<file path="src/rtl/erg_pkg.sv">
// Shared constants for the expert route grouping block.
// Field widths, function and result kind codes, parameter defaults.
// No dependencies.
package erg_pkg;

   localparam int DEF_NUM_EXPERTS = 64;
   localparam int DEF_MAX_ROWS    = 4096;

   localparam int ID_W    = 7;
   localparam int POS_W   = 12;
   localparam int EXP_W   = 6;
   localparam int SLOT_W  = 12;
   localparam int COUNT_W = 13;

   localparam int REQ_DATA_W = 24;
   localparam int RSP_DATA_W = 48;

   localparam logic FUNC_ROUTE = 1'b0;
   localparam logic FUNC_READ  = 1'b1;

   localparam logic KIND_ROUTE = 1'b0;
   localparam logic KIND_COUNT = 1'b1;

endpackage

</file>
<file path="src/rtl/erg_count_ram.sv">
// Per-expert count memory: one write port, one registered read port.
// Uses erg_pkg only for conventions; depth and widths come from parameters.
module erg_count_ram
   import erg_pkg::*;
#(
   parameter int DEPTH  = DEF_NUM_EXPERTS,
   parameter int ADDR_W = 6,
   parameter int DATA_W = 13
) (
   input  logic              clock,
   input  logic              wr_en,
   input  logic [ADDR_W-1:0] wr_addr,
   input  logic [DATA_W-1:0] wr_data,
   input  logic              rd_en,
   input  logic [ADDR_W-1:0] rd_addr,
   output logic [DATA_W-1:0] rd_data
);

   logic [DATA_W-1:0] mem [DEPTH];
   logic [DATA_W-1:0] rd_data_ff;

   always_ff @(posedge clock) begin
      if (wr_en) begin
         mem[wr_addr] <= wr_data;
      end
      if (rd_en) begin
         rd_data_ff <= mem[rd_addr];
      end
   end

   assign rd_data = rd_data_ff;

endmodule

</file>
<file path="src/rtl/erg_clear_seq.sv">
// Post-reset clearing sweep over the count memory, one entry per cycle.
// Depends on erg_pkg for parameter defaults.
module erg_clear_seq
   import erg_pkg::*;
#(
   parameter int DEPTH  = DEF_NUM_EXPERTS,
   parameter int ADDR_W = 6
) (
   input  logic              clock,
   input  logic              reset,
   output logic              active,
   output logic [ADDR_W-1:0] addr
);

   localparam logic [ADDR_W-1:0] LAST = ADDR_W'(DEPTH - 1);

   logic              active_ff, active_in;
   logic [ADDR_W-1:0] addr_ff, addr_in;

   always_comb begin
      active_in = active_ff;
      addr_in   = addr_ff;
      if (active_ff) begin
         if (addr_ff == LAST) begin
            active_in = 1'b0;
         end else begin
            addr_in = addr_ff + 1'b1;
         end
      end
   end

   always_ff @(posedge clock) begin
      if (reset) begin
         active_ff <= 1'b1;
         addr_ff   <= '0;
      end else begin
         active_ff <= active_in;
         addr_ff   <= addr_in;
      end
   end

   assign active = active_ff;
   assign addr   = addr_ff;

endmodule

</file>
<file path="src/rtl/expert_route_grouping.sv">
// Path: an accepted req transfer is registered into stage 1 with its count read, then its result into the rsp register.
// Throughput: one item per cycle; the counter read-modify-write in stage 1,
// with forwarding from the previous write, sets that rate. A stalled result
// holds stage 1 and drops req_tready.
// Reset: synchronous; a clearing pass over every count entry follows, with
// req_tready low, before the first item is taken.
module expert_route_grouping
   import erg_pkg::*;
#(
   parameter int NUM_EXPERTS = DEF_NUM_EXPERTS,
   parameter int MAX_ROWS    = DEF_MAX_ROWS
) (
   input  logic                  clock,
   input  logic                  reset,
   input  logic                  req_tvalid,
   output logic                  req_tready,
   input  logic [REQ_DATA_W-1:0] req_tdata,  // expert_id[6:0], position[18:7], zero pad
   input  logic                  req_tuser,  // func
   output logic                  rsp_tvalid,
   input  logic                  rsp_tready,
   output logic [RSP_DATA_W-1:0] rsp_tdata,  // expert[5:0], slot[17:6],
                                             // entry_position[29:18], count[42:30], zero pad
   output logic                  rsp_tuser   // kind
);

   localparam int IDX_W = (NUM_EXPERTS > 1) ? $clog2(NUM_EXPERTS) : 1;
   localparam int CNT_W = $clog2(MAX_ROWS + 1);
   localparam logic [CNT_W-1:0] CNT_MAX = CNT_W'(MAX_ROWS);

   logic             clear_active;
   logic [IDX_W-1:0] clear_addr;

   logic [ID_W-1:0]  req_id;
   logic [31:0]      req_id_ext;
   logic             req_in_range;
   logic [IDX_W-1:0] req_idx;
   logic             accept;

   logic             s1_valid_ff, s1_valid_in;
   logic             s1_func_ff;
   logic             s1_in_range_ff;
   logic [IDX_W-1:0] s1_idx_ff;
   logic [POS_W-1:0] s1_pos_ff;

   logic             fwd_valid_ff, fwd_valid_in;
   logic [IDX_W-1:0] fwd_idx_ff, fwd_idx_in;
   logic [CNT_W-1:0] fwd_cnt_ff, fwd_cnt_in;

   logic [CNT_W-1:0] ram_rd_data;
   logic [CNT_W-1:0] cnt;
   logic [31:0]      cnt_ext;
   logic             not_full;
   logic             s1_emit;
   logic             s1_adv;
   logic             s1_fire;
   logic             s1_wr;
   logic [CNT_W-1:0] s1_wr_data;

   logic             ram_wr_en;
   logic [IDX_W-1:0] ram_wr_addr;
   logic [CNT_W-1:0] ram_wr_data;

   logic                  rsp_valid_ff, rsp_valid_in;
   logic                  rsp_kind_ff, rsp_kind_in;
   logic [RSP_DATA_W-1:0] rsp_data_ff, rsp_data_in;
   logic                  out_load;

   erg_clear_seq #(
      .DEPTH  (NUM_EXPERTS),
      .ADDR_W (IDX_W)
   ) u_clear (
      .clock  (clock),
      .reset  (reset),
      .active (clear_active),
      .addr   (clear_addr)
   );

   erg_count_ram #(
      .DEPTH  (NUM_EXPERTS),
      .ADDR_W (IDX_W),
      .DATA_W (CNT_W)
   ) u_ram (
      .clock   (clock),
      .wr_en   (ram_wr_en),
      .wr_addr (ram_wr_addr),
      .wr_data (ram_wr_data),
      .rd_en   (accept),
      .rd_addr (req_idx),
      .rd_data (ram_rd_data)
   );

   // decode the incoming transfer
   assign req_id       = req_tdata[ID_W-1:0];
   assign req_id_ext   = 32'(req_id[ID_W-2:0]);
   assign req_in_range = !req_id[ID_W-1] && (req_id_ext < 32'(NUM_EXPERTS));
   assign req_idx      = req_id_ext[IDX_W-1:0];

   // stage 1: counter update with forwarding
   assign cnt      = (fwd_valid_ff && (fwd_idx_ff == s1_idx_ff)) ? fwd_cnt_ff : ram_rd_data;
   assign cnt_ext  = 32'(cnt);
   assign not_full = cnt < CNT_MAX;
   assign s1_emit  = s1_valid_ff && s1_in_range_ff && ((s1_func_ff == FUNC_READ) || not_full);
   assign s1_adv   = !s1_emit || !rsp_valid_ff || rsp_tready;
   assign s1_fire  = s1_valid_ff && s1_adv;
   assign s1_wr    = s1_fire && s1_emit;
   assign s1_wr_data = (s1_func_ff == FUNC_READ) ? '0 : cnt + 1'b1;

   assign req_tready = !clear_active && s1_adv;
   assign accept     = req_tvalid && req_tready;

   assign ram_wr_en   = clear_active || s1_wr;
   assign ram_wr_addr = clear_active ? clear_addr : s1_idx_ff;
   assign ram_wr_data = clear_active ? '0 : s1_wr_data;

   assign out_load = s1_wr;

   always_comb begin
      s1_valid_in = s1_valid_ff;
      if (accept) begin
         s1_valid_in = 1'b1;
      end else if (s1_fire) begin
         s1_valid_in = 1'b0;
      end

      fwd_valid_in = fwd_valid_ff;
      fwd_idx_in   = fwd_idx_ff;
      fwd_cnt_in   = fwd_cnt_ff;
      if (s1_fire) begin
         fwd_valid_in = s1_wr;
         fwd_idx_in   = s1_idx_ff;
         fwd_cnt_in   = s1_wr_data;
      end

      rsp_valid_in = out_load || (rsp_valid_ff && !rsp_tready);

      rsp_data_in = '0;
      rsp_data_in[EXP_W-1:0] = EXP_W'(s1_idx_ff);
      if (s1_func_ff == FUNC_READ) begin
         rsp_kind_in = KIND_COUNT;
         rsp_data_in[EXP_W+SLOT_W+POS_W +: COUNT_W] = cnt_ext[COUNT_W-1:0];
      end else begin
         rsp_kind_in = KIND_ROUTE;
         rsp_data_in[EXP_W +: SLOT_W]       = cnt_ext[SLOT_W-1:0];
         rsp_data_in[EXP_W+SLOT_W +: POS_W] = s1_pos_ff;
      end
   end

   always_ff @(posedge clock) begin
      if (reset) begin
         s1_valid_ff  <= 1'b0;
         fwd_valid_ff <= 1'b0;
         rsp_valid_ff <= 1'b0;
      end else begin
         s1_valid_ff  <= s1_valid_in;
         fwd_valid_ff <= fwd_valid_in;
         rsp_valid_ff <= rsp_valid_in;
      end
   end

   always_ff @(posedge clock) begin
      fwd_idx_ff <= fwd_idx_in;
      fwd_cnt_ff <= fwd_cnt_in;
      if (accept) begin
         s1_func_ff     <= req_tuser;
         s1_in_range_ff <= req_in_range;
         s1_idx_ff      <= req_idx;
         s1_pos_ff      <= req_tdata[ID_W +: POS_W];
      end
      if (out_load) begin
         rsp_kind_ff <= rsp_kind_in;
         rsp_data_ff <= rsp_data_in;
      end
   end

   assign rsp_tvalid = rsp_valid_ff;
   assign rsp_tdata  = rsp_data_ff;
   assign rsp_tuser  = rsp_kind_ff;

`ifndef NO_ASSERTIONS
   a_no_accept_in_clear: assert property (@(posedge clock) disable iff (reset)
      clear_active |-> !req_tready)
      else $error("transfer accepted during clearing pass");

   a_no_update_in_clear: assert property (@(posedge clock) disable iff (reset)
      !(clear_active && s1_wr))
      else $error("counter update collides with clearing pass");

   a_load_when_free: assert property (@(posedge clock) disable iff (reset)
      out_load |-> (!rsp_valid_ff || rsp_tready))
      else $error("result register overwritten while stalled");

   a_clear_leaves_empty: assert property (@(posedge clock) disable iff (reset)
      $fell(clear_active) |-> !s1_valid_ff && !rsp_valid_ff)
      else $error("pipeline not empty at end of clearing pass");
`endif

endmodule

</file>
<file path="config.mk">
export PLATFORM = sky130hd
export DESIGN_NAME = expert_route_grouping
export DESIGN_NICKNAME = d
export VERILOG_FILES = /design/src/rtl/erg_pkg.sv /design/src/rtl/erg_count_ram.sv /design/src/rtl/erg_clear_seq.sv /design/src/rtl/expert_route_grouping.sv
export SDC_FILE = /design/constraint.sdc
export NUM_CORES = 1
export LEC_CHECK = 0
export BUFFER_PORTS_ARGS = -buffer_cell sky130_fd_sc_hd__buf_2
export CAP_MARGIN = 20
export CORE_MARGIN = 1.5
export CORE_UTILIZATION = 45
export DETAILED_ROUTE_END_ITERATION = 10
export SLEW_MARGIN = 10
export SYNTH_ARGS = -nofsm -noshare
export SYNTH_HDL_FRONTEND = slang
export SYNTH_HIERARCHICAL = 1
export SYNTH_SLANG_ARGS = --single-unit
</file>
<file path="constraint.sdc">
create_clock -name clock -period 6.1 [get_ports clock]
set_input_delay 0.61 -clock clock [delete_from_list [all_inputs] [get_ports clock]]
set_output_delay 0.61 -clock clock [all_outputs]
set_load 0.02 [all_outputs]
</file>
==> key figures <==
STA
  – Final slew viol count: 0
  – Setup violations, final: 0
  – Final hold vios: 0
  – Fmax: 194 MHz
  – Setup TNS Final: 0 ns
  – RSZ-0062 raised after global routing: no
  – Fin crit share: 84.6%
  – Tmin final: roughly 5.2 ns
  – Max transition margin: between 30% and 40%
  – Worst slew pin tran: approximately 0.97 ns
  – Setup Skew: ~0.021 ns

GRT
  – Total gr overflow: 0
  – Number of global-route vias before repair: roughly 18,000
  – GRT Total Usage: 19.7%
  – Initial antenna violation count: 1
  – Largest net degree at the start of global routing: 77
  – Global-route wire length before repair: around 120,000 um

Status
  – Outcome: complete, no violations

Final layout
  – Leading cell type in the layout, fill and taps excluded: edfxtp_1
  – Layout net count: between 1,500 and 2,000
  – Fin cells: ~3,000
  – Most frequent cells in the layout: 928 x edfxtp_1, 223 x mux4_2, 100 x clkbuf_16
  – Antenna cells: 0
  – P&R area growth vs syn: 14.1%
  – Reg area: around 28,000 um2
  – Multi-input logic area: a little over 8000 um2
  – Filler Cells Inserted: 6,328
  – Share of cells above drive strength 1: between 20% and 30%

Clocking
  – Clock Sinks: 938
  – Htree depth: 3
  – Inserted Clock Buffers: 97
  – Clk slew on worst S/H paths: 0.06 ns
  – Root Driver: clkbuf_16
  – Post-CTS setup buffers: 0
  – Post_cts resized: 0
  – Clk_lat worst skew: ~0.64 ns
  – # hold bufs at CTS: 0
  – CTS max path bufs: 3
  – TritonCTS clock tree: built

Synthesis
  – Ys async rst share: 0%
  – Synth Cell Area: 36,500 um2
  – Distinct cells, synth: between 60 and 70
  – EDFF count, synth: just over 900
  – Sequential share of the synthesized area: 76.8%
  – Synth Area per Inst: 21.4 um2
  – Synth Register Bits: between 900 and 1,000
  – Synth Flop Type: edfxtp_1
  – Post-Synthesis Cells: ~1,700
  – Ys Warns: 6

Pwr
  – Pwr/cell area: 323 nW/um2
  – Switching pwr: 2800 uW
  – P_int: 10,700 uW
  – Leak pwr: 0.0144 uW
  – Power share of the combinational group: 4.7%
  – Maximum vdd ir drop: about 190 uV
  – Power share of the sequential group: 53.2%
  – Sw Ratio: around 21%
  – Clk pwr share: approximately two fifths
  – Pwr Total: roughly 13,000 uW

Placed design
  – Hpwl dp: between 40,000 and 50,000 um
  – GP Congestion: 0.824
  – Dpl cells: about 2,800
  – Buffers added on ports: about 70

Min path
  – Hold Path Class: input port to register

Run
  – Maxcap violations: 0

Detailed routing
  – Iteration-0 DRC Markers: 1,499
  – Pre-antenna DRT Iters: 5
  – Wire per inst: 26.9 um
  – Vias per inst: 5.80
  – Total routed wirelength: 81,100 um
  – Post-route antenna net violation count: 0
  – Via count: approximately 17,000
  – Drc violations: 0

Critical path
  – Required time worst endpoint: roughly 6.4 ns
  – Max incr delay on CP: ~0.73 ns
  – Crit end category: register
  – Slowest-stage cell, CP: nor2_2
  – Critical path type: register to register
  – Arr. time, crit path: 5.48 ns
  – Worst-path maximum fanout: 14
  – Critical-path cell list: xor2_1 > or3_1 > nor2_2 > mux2i_1 > o211ai_1 > o21bai_1 > nor2b_1 > nand2_1 > nor2_1 > buf_4
  – Startpoint Class: register

Floorplan
  – Core box area: just over 80,000 um2
  – IO Pins: 80
  – Initial core utilization: 45.4%
  – Die X: between 200 and 300 um
  – Die area: 82,900 um2
  – Die height: about 290 um
  – FP Rows: 104
area by class of cell:
cell class                      instances  share of cell area [%]
Multi-Input combinational cell        671                    19.3
Tap cell                             1060                    3.18
Timing Repair Buffer                  165                    2.81
Sequential cell                       938                    67.3
Inverter                                8                  0.0720
Clock inverter                         51                    1.06
Clock buffer                          122                    6.25
cells in the mapped netlist, types with 11 or more instances:
master / n / area (um2)
a21oi_1: 16 / 80.1
o221ai_1: 15 / 131
buf_4: 23 / 173
mux2i_1: 49 / 490
edfxtp_1: 928 / 27900
a211oi_1: 14 / 105
nor2_1: 102 / 383
nand3_1: 14 / 70.1
clkbuf_1: 33 / 124
o21ai_0: 11 / 55.1
nor3_1: 11 / 55.1
nor2b_1: 49 / 307
mux2_2: 12 / 135
nand2_1: 20 / 75.1
buf_2: 24 / 120
mux4_2: 223 / 5020
power by group through the flow:
stage	Clock [uW]	Combinational, uW	Sequential, uW
detailed placement	0	648	7310
finish	5660	639	7170
global route	6020	677	7180
floorplan	0	412	7290
global placement	0	638	7300
CTS	5780	648	7170
cell families (layout without fill, tap and decap cells):
group	after synthesis	after routing	synth area share, %
AO/OA/AOI/OAI	120	120	2.40
XOR/XNOR	14	14	0.336
adder cells (fa/ha/maj)	2	2	0.0685
buffers and inverters	101	346	1.54
flip-flops	938	938	76.8
multiplexers	284	284	15.5
other	1	5	0.0103
AND/OR/NAND/NOR	246	246	3.39
layer usage:
metal  vias up  global-route usage [%]  routed length [um]
met5         -                       0                   0
met4         0                    5.96                2150
met3       131                    3.55                5010
met2       590                    32.3               39900
met1      9313                    27.1               34000
li1       7458                       -                   -
worst paths after layout:
kind	slack (ns)	startpoint	endpoint	cells after the start
worst min-delay path	0.15	req_tuser	s1_func_ff	1
worst min register to register	0.53	s1_idx_ff[0]	fwd_idx_ff[0]	0
worst max-delay path	0.94	s1_idx_ff[1]	u_ram/mem[10][12]	10
worst max register to register	0.94	s1_idx_ff[1]	u_ram/mem[10][12]	10
critical path, delay by kind of cell (launching register included):
family	cells	cell delay (ns)
simple gates	5	2.24
flops	1	0.44
xor+xnor	1	0.20
mux	1	0.66
compound gates	2	0.99
buf+inv	1	0.29
metrics by stage:
| stage | util (%) | hold WS (ns) | area [um2] | setup WS (ns) |
|---|---|---|---|---|
| 2_1_floorplan | - | 0.424 | 36600 | 0.360 |
| 3_3_place_gp | 48.0 | 0.509 | 38600 | 1.15 |
| 3_5_place_dp | 48.0 | 0.522 | 38600 | 1.08 |
| 4_1_cts | 51.7 | 0.119 | 41600 | 1.03 |
| 5_1_grt | 51.8 | 0.125 | 41700 | 0.701 |
| 6_report | 51.8 | 0.154 | 41700 | 0.941 |
flip-flops by register name, summed over array words and instances, names as in the netlist:
signal / cells
s1_valid_ff: 1
fwd_valid_ff: 1
u_ram/mem: 832
s1_idx_ff: 6
u_ram/rd_data: 13
u_clear/active: 1
s1_pos_ff: 12
rsp_tuser: 1
s1_func_ff: 1
s1_in_range_ff: 1
rsp_tvalid: 1
fwd_idx_ff: 6
rsp_tdata: 43
fwd_cnt_ff: 13
u_clear/addr: 6
No activity file was read; power rests on OpenSTA's default activity.
